## src/rtl/pll_analog_register_bank_defines.svh

```systemverilog
// Assertion macros for the PLL analog register bank.
// Used by the bank and the top level; expects aclk and aresetn in scope.
`ifndef PLL_ANALOG_REGISTER_BANK_DEFINES_SVH
`define PLL_ANALOG_REGISTER_BANK_DEFINES_SVH
`ifndef SYNTHESIS
`define PARB_ASSERT(lbl, prop, msg) \
    lbl: assert property (@(posedge aclk) disable iff (!aresetn) (prop)) else $error(msg);
`define PARB_ASSERT_ALWAYS(lbl, prop, msg) \
    lbl: assert property (@(posedge aclk) (prop)) else $error(msg);
`else
`define PARB_ASSERT(lbl, prop, msg)
`define PARB_ASSERT_ALWAYS(lbl, prop, msg)
`endif
`endif

```

## src/rtl/parb_pkg.sv

```systemverilog
// Package for the PLL analog register bank: region constants, PLL bit
// positions, decoded access type and the lock recompute function.
package parb_pkg;

    localparam int unsigned NUM_WORDS    = 97;
    localparam int unsigned NUM_GROUPS   = (NUM_WORDS + 3) / 4;
    localparam int unsigned GRP_W        = $clog2(NUM_GROUPS);
    localparam int unsigned REGION_BYTES = NUM_WORDS * 4;

    localparam logic [31:0] BASE_ADDR = 32'h400D_8000;

    localparam logic [2:0] SIZE_BYTE = 3'd1;
    localparam logic [2:0] SIZE_HALF = 3'd2;
    localparam logic [2:0] SIZE_WORD = 3'd4;

    localparam logic KIND_READ  = 1'b0;
    localparam logic KIND_WRITE = 1'b1;

    localparam int unsigned EN_POS    = 13;
    localparam int unsigned PWR_POS   = 12;
    localparam int unsigned LOCK_POS  = 31;
    localparam int unsigned ENET2_POS = 20;
    localparam int unsigned R25M_POS  = 21;

    localparam logic [GRP_W-1:0] GRP_ARM   = GRP_W'(12'h000 >> 4);
    localparam logic [GRP_W-1:0] GRP_USB1  = GRP_W'(12'h010 >> 4);
    localparam logic [GRP_W-1:0] GRP_USB2  = GRP_W'(12'h020 >> 4);
    localparam logic [GRP_W-1:0] GRP_SYS   = GRP_W'(12'h030 >> 4);
    localparam logic [GRP_W-1:0] GRP_AUDIO = GRP_W'(12'h070 >> 4);
    localparam logic [GRP_W-1:0] GRP_VIDEO = GRP_W'(12'h0A0 >> 4);
    localparam logic [GRP_W-1:0] GRP_ENET  = GRP_W'(12'h0E0 >> 4);

    typedef enum logic [1:0] {
        ALIAS_BASE = 2'd0,
        ALIAS_SET  = 2'd1,
        ALIAS_CLR  = 2'd2,
        ALIAS_TOG  = 2'd3
    } alias_t;

    typedef struct packed {
        logic              ok;
        logic              wr;
        logic [GRP_W-1:0]  grp;
        alias_t            op;
        logic [1:0]        lane;
        logic [31:0]       lmask;
        logic [31:0]       mask;
        logic [31:0]       data;
    } acc_t;

    function automatic logic [31:0] with_lock(logic [GRP_W-1:0] grp, logic [31:0] v);
        logic lock;
        logic upd;
        logic [31:0] res;
        lock = 1'b0;
        upd  = 1'b1;
        case (grp) inside
            GRP_ARM, GRP_SYS, GRP_AUDIO, GRP_VIDEO:
                lock = v[EN_POS] && !v[PWR_POS];
            GRP_USB1, GRP_USB2:
                lock = v[EN_POS] && v[PWR_POS];
            GRP_ENET:
                lock = (v[EN_POS] || v[ENET2_POS] || v[R25M_POS]) && !v[PWR_POS];
            default:
                upd = 1'b0;
        endcase
        res = v;
        if (upd) begin
            res[LOCK_POS] = lock;
        end
        return res;
    endfunction

endpackage

```

## src/rtl/parb_decode.sv

```systemverilog
// Access decoder: range and size checks, alias selection and lane shifting.
// Depends on parb_pkg.
module parb_decode import parb_pkg::*; (
    input  logic        kind,
    input  logic [31:0] bus_address,
    input  logic [2:0]  access_size,
    input  logic [31:0] write_data,
    output acc_t        acc
);

    logic [31:0] off;
    logic [32:0] end_off;
    logic        size_ok;
    logic [31:0] lmask;

    always_comb begin
        off     = bus_address - BASE_ADDR;
        end_off = {1'b0, off} + 33'(access_size);
        size_ok = (access_size == SIZE_BYTE) || (access_size == SIZE_HALF)
               || (access_size == SIZE_WORD);
        case (access_size)
            SIZE_WORD: lmask = 32'hFFFF_FFFF;
            SIZE_HALF: lmask = 32'h0000_FFFF;
            default:   lmask = 32'h0000_00FF;
        endcase

        acc.ok    = (bus_address >= BASE_ADDR) && size_ok
                 && (end_off <= 33'(REGION_BYTES));
        acc.wr    = (kind == KIND_WRITE);
        acc.grp   = off[GRP_W+3:4];
        acc.op    = alias_t'(off[3:2]);
        acc.lane  = off[1:0];
        acc.lmask = lmask;
        acc.mask  = lmask << {off[1:0], 3'b000};
        acc.data  = (write_data & lmask) << {off[1:0], 3'b000};
    end

endmodule

```

## src/rtl/parb_bank.sv

```systemverilog
// Base register bank with set/clear/toggle aliases and PLL lock update.
// Depends on parb_pkg and the assertion macro header.
`include "pll_analog_register_bank_defines.svh"
module parb_bank import parb_pkg::*; (
    input  logic        aclk,
    input  logic        aresetn,
    input  logic        wr_en,
    input  acc_t        acc,
    output logic [31:0] rd_word
);

    logic [31:0] bank_reg [NUM_GROUPS];
    logic [31:0] word_next;

    assign rd_word = bank_reg[acc.grp];

    always_comb begin
        case (acc.op)
            ALIAS_SET: word_next = rd_word | acc.data;
            ALIAS_CLR: word_next = rd_word & ~acc.data;
            ALIAS_TOG: word_next = rd_word ^ acc.data;
            default:   word_next = (rd_word & ~acc.mask) | acc.data;
        endcase
        word_next = with_lock(acc.grp, word_next);
    end

    always_ff @(posedge aclk) begin
        if (!aresetn) begin
            for (int i = 0; i < NUM_GROUPS; i++) begin
                bank_reg[i] <= '0;
            end
        end else if (wr_en) begin
            bank_reg[acc.grp] <= word_next;
        end
    end

    `PARB_ASSERT(a_arm_lock,
        bank_reg[GRP_ARM][LOCK_POS]
            == (bank_reg[GRP_ARM][EN_POS] && !bank_reg[GRP_ARM][PWR_POS]),
        "ARM lock bit out of step")
    `PARB_ASSERT(a_usb1_lock,
        bank_reg[GRP_USB1][LOCK_POS]
            == (bank_reg[GRP_USB1][EN_POS] && bank_reg[GRP_USB1][PWR_POS]),
        "USB1 lock bit out of step")
    `PARB_ASSERT(a_enet_lock,
        bank_reg[GRP_ENET][LOCK_POS]
            == ((bank_reg[GRP_ENET][EN_POS] || bank_reg[GRP_ENET][ENET2_POS]
                 || bank_reg[GRP_ENET][R25M_POS]) && !bank_reg[GRP_ENET][PWR_POS]),
        "ENET lock bit out of step")

endmodule

```

## src/rtl/pll_analog_register_bank.sv

```systemverilog
// Top level of the PLL analog register bank: input register, decoder,
// bank and result register. Depends on parb_pkg, parb_decode, parb_bank.
//
// Usage:
//   The slave channel takes one bus access per transaction: s_tuser is the
//   access kind (read or write), s_tdata carries address, size and write data.
//   The master channel returns one transaction per access: m_tdata is the
//   read data shifted to lane zero, m_tuser is the access ok flag.
//   Decode and the bank read/modify run from the input register, and the
//   result register loads when the access advances to the output.
//   Throughput is one access per cycle while the receiver is ready; a write
//   updates the bank in the same cycle its result is registered, so the next
//   access sees it at once.
//   Reset clears all 25 base registers and both valid flags.
//   When the receiver stalls, the result register holds and the input
//   register fills; s_tready drops only when both are occupied.
`include "pll_analog_register_bank_defines.svh"
module pll_analog_register_bank import parb_pkg::*; (
    input  logic        aclk,
    input  logic        aresetn,
    input  logic        s_tvalid,
    output logic        s_tready,
    input  logic [71:0] s_tdata,   // bus_address[31:0], access_size[34:32], write_data[66:35], zero
    input  logic        s_tuser,   // kind
    output logic        m_tvalid,
    input  logic        m_tready,
    output logic [31:0] m_tdata,   // read_data[31:0]
    output logic        m_tuser    // access_ok
);

    logic        in_valid_reg, in_valid_next;
    logic        kind_reg;
    logic [31:0] addr_reg;
    logic [2:0]  size_reg;
    logic [31:0] wdata_reg;

    logic        out_valid_reg, out_valid_next;
    logic [31:0] rdata_reg, rdata_next;
    logic        ok_reg, ok_next;

    logic        s_accept;
    logic        advance;
    acc_t        acc;
    logic [31:0] rd_word;
    logic [31:0] shifted;

    assign advance  = in_valid_reg && (!out_valid_reg || m_tready);
    assign s_tready = !in_valid_reg || advance;
    assign s_accept = s_tvalid && s_tready;

    parb_decode u_decode (
        .kind        (kind_reg),
        .bus_address (addr_reg),
        .access_size (size_reg),
        .write_data  (wdata_reg),
        .acc         (acc)
    );

    parb_bank u_bank (
        .aclk    (aclk),
        .aresetn (aresetn),
        .wr_en   (advance && acc.ok && acc.wr),
        .acc     (acc),
        .rd_word (rd_word)
    );

    always_comb begin
        shifted    = rd_word >> {acc.lane, 3'b000};
        rdata_next = (acc.ok && !acc.wr) ? (shifted & acc.lmask) : '0;
        ok_next    = acc.ok;

        in_valid_next = in_valid_reg;
        if (s_accept) begin
            in_valid_next = 1'b1;
        end else if (advance) begin
            in_valid_next = 1'b0;
        end

        out_valid_next = out_valid_reg;
        if (advance) begin
            out_valid_next = 1'b1;
        end else if (m_tready) begin
            out_valid_next = 1'b0;
        end
    end

    always_ff @(posedge aclk) begin
        if (!aresetn) begin
            in_valid_reg  <= 1'b0;
            out_valid_reg <= 1'b0;
        end else begin
            in_valid_reg  <= in_valid_next;
            out_valid_reg <= out_valid_next;
        end
    end

    always_ff @(posedge aclk) begin
        if (s_accept) begin
            kind_reg  <= s_tuser;
            addr_reg  <= s_tdata[31:0];
            size_reg  <= s_tdata[34:32];
            wdata_reg <= s_tdata[66:35];
        end
        if (advance) begin
            rdata_reg <= rdata_next;
            ok_reg    <= ok_next;
        end
    end

    assign m_tvalid = out_valid_reg;
    assign m_tdata  = rdata_reg;
    assign m_tuser  = ok_reg;

    `PARB_ASSERT_ALWAYS(a_reset_empty, !aresetn |=> !out_valid_reg,
        "result valid after reset")
    `PARB_ASSERT(a_advance_fills, advance |=> out_valid_reg,
        "advanced transaction lost")
    `PARB_ASSERT(a_reject_zero, (out_valid_reg && !ok_reg) |-> (rdata_reg == '0),
        "rejected access returned data")

endmodule
```

## config.mk

```make
export PLATFORM = sky130hd
export DESIGN_NAME = pll_analog_register_bank
export DESIGN_NICKNAME = d
export VERILOG_FILES = /design/src/rtl/parb_pkg.sv /design/src/rtl/parb_decode.sv /design/src/rtl/parb_bank.sv /design/src/rtl/pll_analog_register_bank.sv
export VERILOG_INCLUDE_DIRS = /design/src /design/src/rtl
export SDC_FILE = /design/constraint.sdc
export NUM_CORES = 2
export LEC_CHECK = 0
export ABC_AREA = 1
export BUFFER_PORTS_ARGS = -buffer_cell sky130_fd_sc_hd__buf_4
export CORE_MARGIN = 8
export CORE_UTILIZATION = 55
export CTS_CLUSTER_SIZE = 10
export DETAILED_ROUTE_END_ITERATION = 12
export HOLD_SLACK_MARGIN = 0.03
export PLACE_DENSITY = 0.71
export SKIP_LAST_GASP = 1
export SYNTH_ARGS = -nofsm -noshare
export SYNTH_HDL_FRONTEND = slang
export SYNTH_SLANG_ARGS = --single-unit
```

## constraint.sdc

```tcl
create_clock -name aclk -period 6.4 [get_ports aclk]
set_input_delay 0.64 -clock aclk [delete_from_list [all_inputs] [get_ports aclk]]
set_output_delay 0.64 -clock aclk [all_outputs]
set_load 0.02 [all_outputs]
```

==> results.ini <==
[run_status]
status = completed

[critical_path]
r2r_slack_ns = 1.30
crit_chain = buf_4 -> nand2_2 -> inv_8 -> buf_12 -> buf_4 -> a22oi_1 -> nand2_1 -> a21oi_1 -> nand4_1 -> nand2_1 -> inv_1 -> ha_1 -> or2_2 -> and3_1 -> inv_1
critPathMaxStageDelay_ns = 0.94
path_max_fanout = 76
worstPathRequired_ns = 6.77
cp.arrival_ns = 5.48
regToRegStartpoint = addr_reg[5]
critPathLaunchType = flip-flop
crit_family = simple AND/OR/NAND/NOR gates
critPathKind = reg2reg
reg2reg_depth = 15
worst-path-buf-inv = 6
rr_endpoint = u_bank.bank_reg[28][8]
worstSetupEndpointType = flip-flop
crit_slowest_cell = and3_1

[pwr]
pwr_density_cell_nw_per_um2 = 301
p_leak_nw = 21.7
ir_drop_mv = 0.285

[synthesis]
postSynthCellCount = 4410
synth.most_common_cell = edfxtp_1
synth_top_cells_by_count = edfxtp_1 (1125), nor2_1 (939), nand2_1 (813)
synthTopCellsByArea = edfxtp_1 (68%), a22oi_1 (7.1%), nor2_1 (7.1%)
synth_edf_count = 1125
ys_warn_count = 0
yosysUniqueCellTypes = 49
synth-seq-cells = 1127
seq_area_frac_synth_pct = 67.7
yosys.area.top_type = edfxtp_1
netlist_area_um2 = 50000
synth_top_area_share_pct = 67.6
synthArstFlopShare_pct = 0
synthFlopType = edfxtp_1
syn-mean-instance-area_um2 = 11.3

[clock_network]
cts_sinks = 1127
clkLatencyLatePin_ns = 0.74
htree_levels = 4
cts_setup_buffers = 0
cts_root_buf = clkbuf_16
clockBufferDepth = 3
cts_hold_buf = 0
cts_tree = yes
cts_buffers = 132
cts.repair.resized = 0
clk_pin_slew_ns = 0.06

[cells_and_area]
fillers = 7043
stdcell_count = 5858
multi_input_area_um2 = 14500
fin_nets = 4771
area_growth_syn_to_layout_pct = 12.6
largest_reg_flops = 1024
drive_gt1_share_pct = 11.3
regArea_um2 = 33800
diodes = 0

[place]
place_inst = 5698
io_buffers = 106
gp_congestion = 0.934
dp_hpwl_mm = 84.6

[grt]
antenna_found_initial = 1
grtUsageMet2_pct = 44.1
overflow = 0
met1_usage_pct = 34.4
grt_pass1_vias = 34800
grt_usage_pct = 27.3
globalRouteMet3Util_pct = 6.13
gr-max-usage-layer = met2
grt_max_degree = 134
grt_first_pass_wirelength_mm = 210

[floorplanning]
coreArea_um2 = 90000
row_count = 110
die_area_um2 = 101000
pin_count = 112
start_util_pct = 55.5
die_w_um = 317
die_y_um = 317

[timing]
slew_violations = 0
hold_viol = 0
worst_pin_slew_ns = 1.24
rsz0062_at_grt = no
period_share_pct = 79.8
fmax_mhz = 196
setup_viol = 0
skew_ns = 0.0262
slew_headroom_pct = 17.5
finalCriticalPeriod_ns = 5.10
setup_tns_ns = 0

[routing]
wire_per_inst_um = 24.3
first_pass_iters = 8
wl_mm = 142
vias_per_cell = 6.13
drtIter0Drc = 4892
via_count = 35900
drc_errors = 0
ant_nets = 0

[worst_hold_path]
min_from = s_tdata[64]
hold_path_end = wdata_reg[29]
hold_path.class = in2reg
whs_path_depth = 1

[job]
max_cap_viol_count = 0

[through the flow]
step | worst slack [ns] | power (mW) | area, µm² | util, % | hold slack (ns)
final | 1.30 | 16.9 | 56300 | 62.5 | 0.0792
after CTS | 1.39 | 17.0 | 56300 | 62.5 | 0.0400
after floorplan | 1.53 | 9.75 | 50700 | - | 0.482
after global routing | 1.03 | 17.4 | 56300 | 62.5 | 0.0606
after detailed placement | 1.41 | 10.4 | 52600 | 58.5 | 0.500
after global placement | 1.54 | 10.4 | 52600 | 58.5 | 0.496
[cell usage in the layout, fill, tap and decap left out, drive strengths merged, types with 12 or more instances in the layout]
cell type  netlist  layout
ha              37      37
and3            18      18
clkinv           8      15
nand2          819     819
o22ai           12      12
inv            170     178
nand3           94      94
conb             1     192
clkbuf         118     143
a21oi          115     115
buf            218     257
nand4           74      74
a22oi          471     471
edfxtp        1125    1125
nor2           968     968
or2             25      25
o21ai           72      72
[worst reg2reg max path, cell delays in order, from the launching register on]
cell,delay [ns]
edfxtp_1,0.44
buf_4,0.24
nand2_2,0.31
inv_8,0.30
buf_12,0.30
buf_4,0.25
a22oi_1,0.19
nand2_1,0.08
a21oi_1,0.12
nand4_1,0.34
nand2_1,0.36
inv_1,0.13
ha_1,0.29
or2_2,0.09
and3_1,0.94
inv_1,0.38
[worst max path at each step]
stage,start,to,slack [ns],cells after the start
2_1_floorplan,addr_reg[1],u_bank.bank_reg[15][0],1.53,26
5_1_grt,addr_reg[0],u_bank.bank_reg[29][31],1.03,14
3_5_place_dp,addr_reg[5],u_bank.bank_reg[28][8],1.41,15
6_report,addr_reg[5],u_bank.bank_reg[28][8],1.30,15
3_3_place_gp,addr_reg[5],u_bank.bank_reg[29][8],1.54,15
4_1_cts,addr_reg[5],u_bank.bank_reg[27][8],1.39,15
[per-layer routing]
layer  vias up  share of wire (%)
met5         -                  0
met4         0                5.8
met2      2287                 46
met1     17400                 36
li1      15800                  -
met3       461                 12
[layout make-up]
cell class,count,area share (%)
inverters,178,1.20
flip-flops and latches,1127,60.1
clock buffers,143,6.13
well taps,1176,2.62
repair buffers,257,3.76
multi-input cells,2960,25.8
clock inverters,17,0.347
[power by group]
part / leakage [nW] / switching [mW] / internal, mW
clock: 1.79 / 2.75 / 3.87
combinational: 8.49 / 1.26 / 0.412
sequential: 11.4 / 0.112 / 8.53
[logic make-up (layout without fill, tap and decap cells)]
logic type / Yosys count / in the layout / synth area share (%)
AND/OR/NAND/NOR: 2021 / 2021 / 16.7
flip-flops: 1127 / 1127 / 67.7
AO/OA/AOI/OAI: 703 / 703 / 9.72
buffers and inverters: 514 / 595 / 4.81
adder cells (fa/ha/maj): 38 / 38 / 0.966
XOR/XNOR: 6 / 6 / 0.105
other: 1 / 192 / 0.00750
Note: power is estimated with default switching activity, not from simulation.
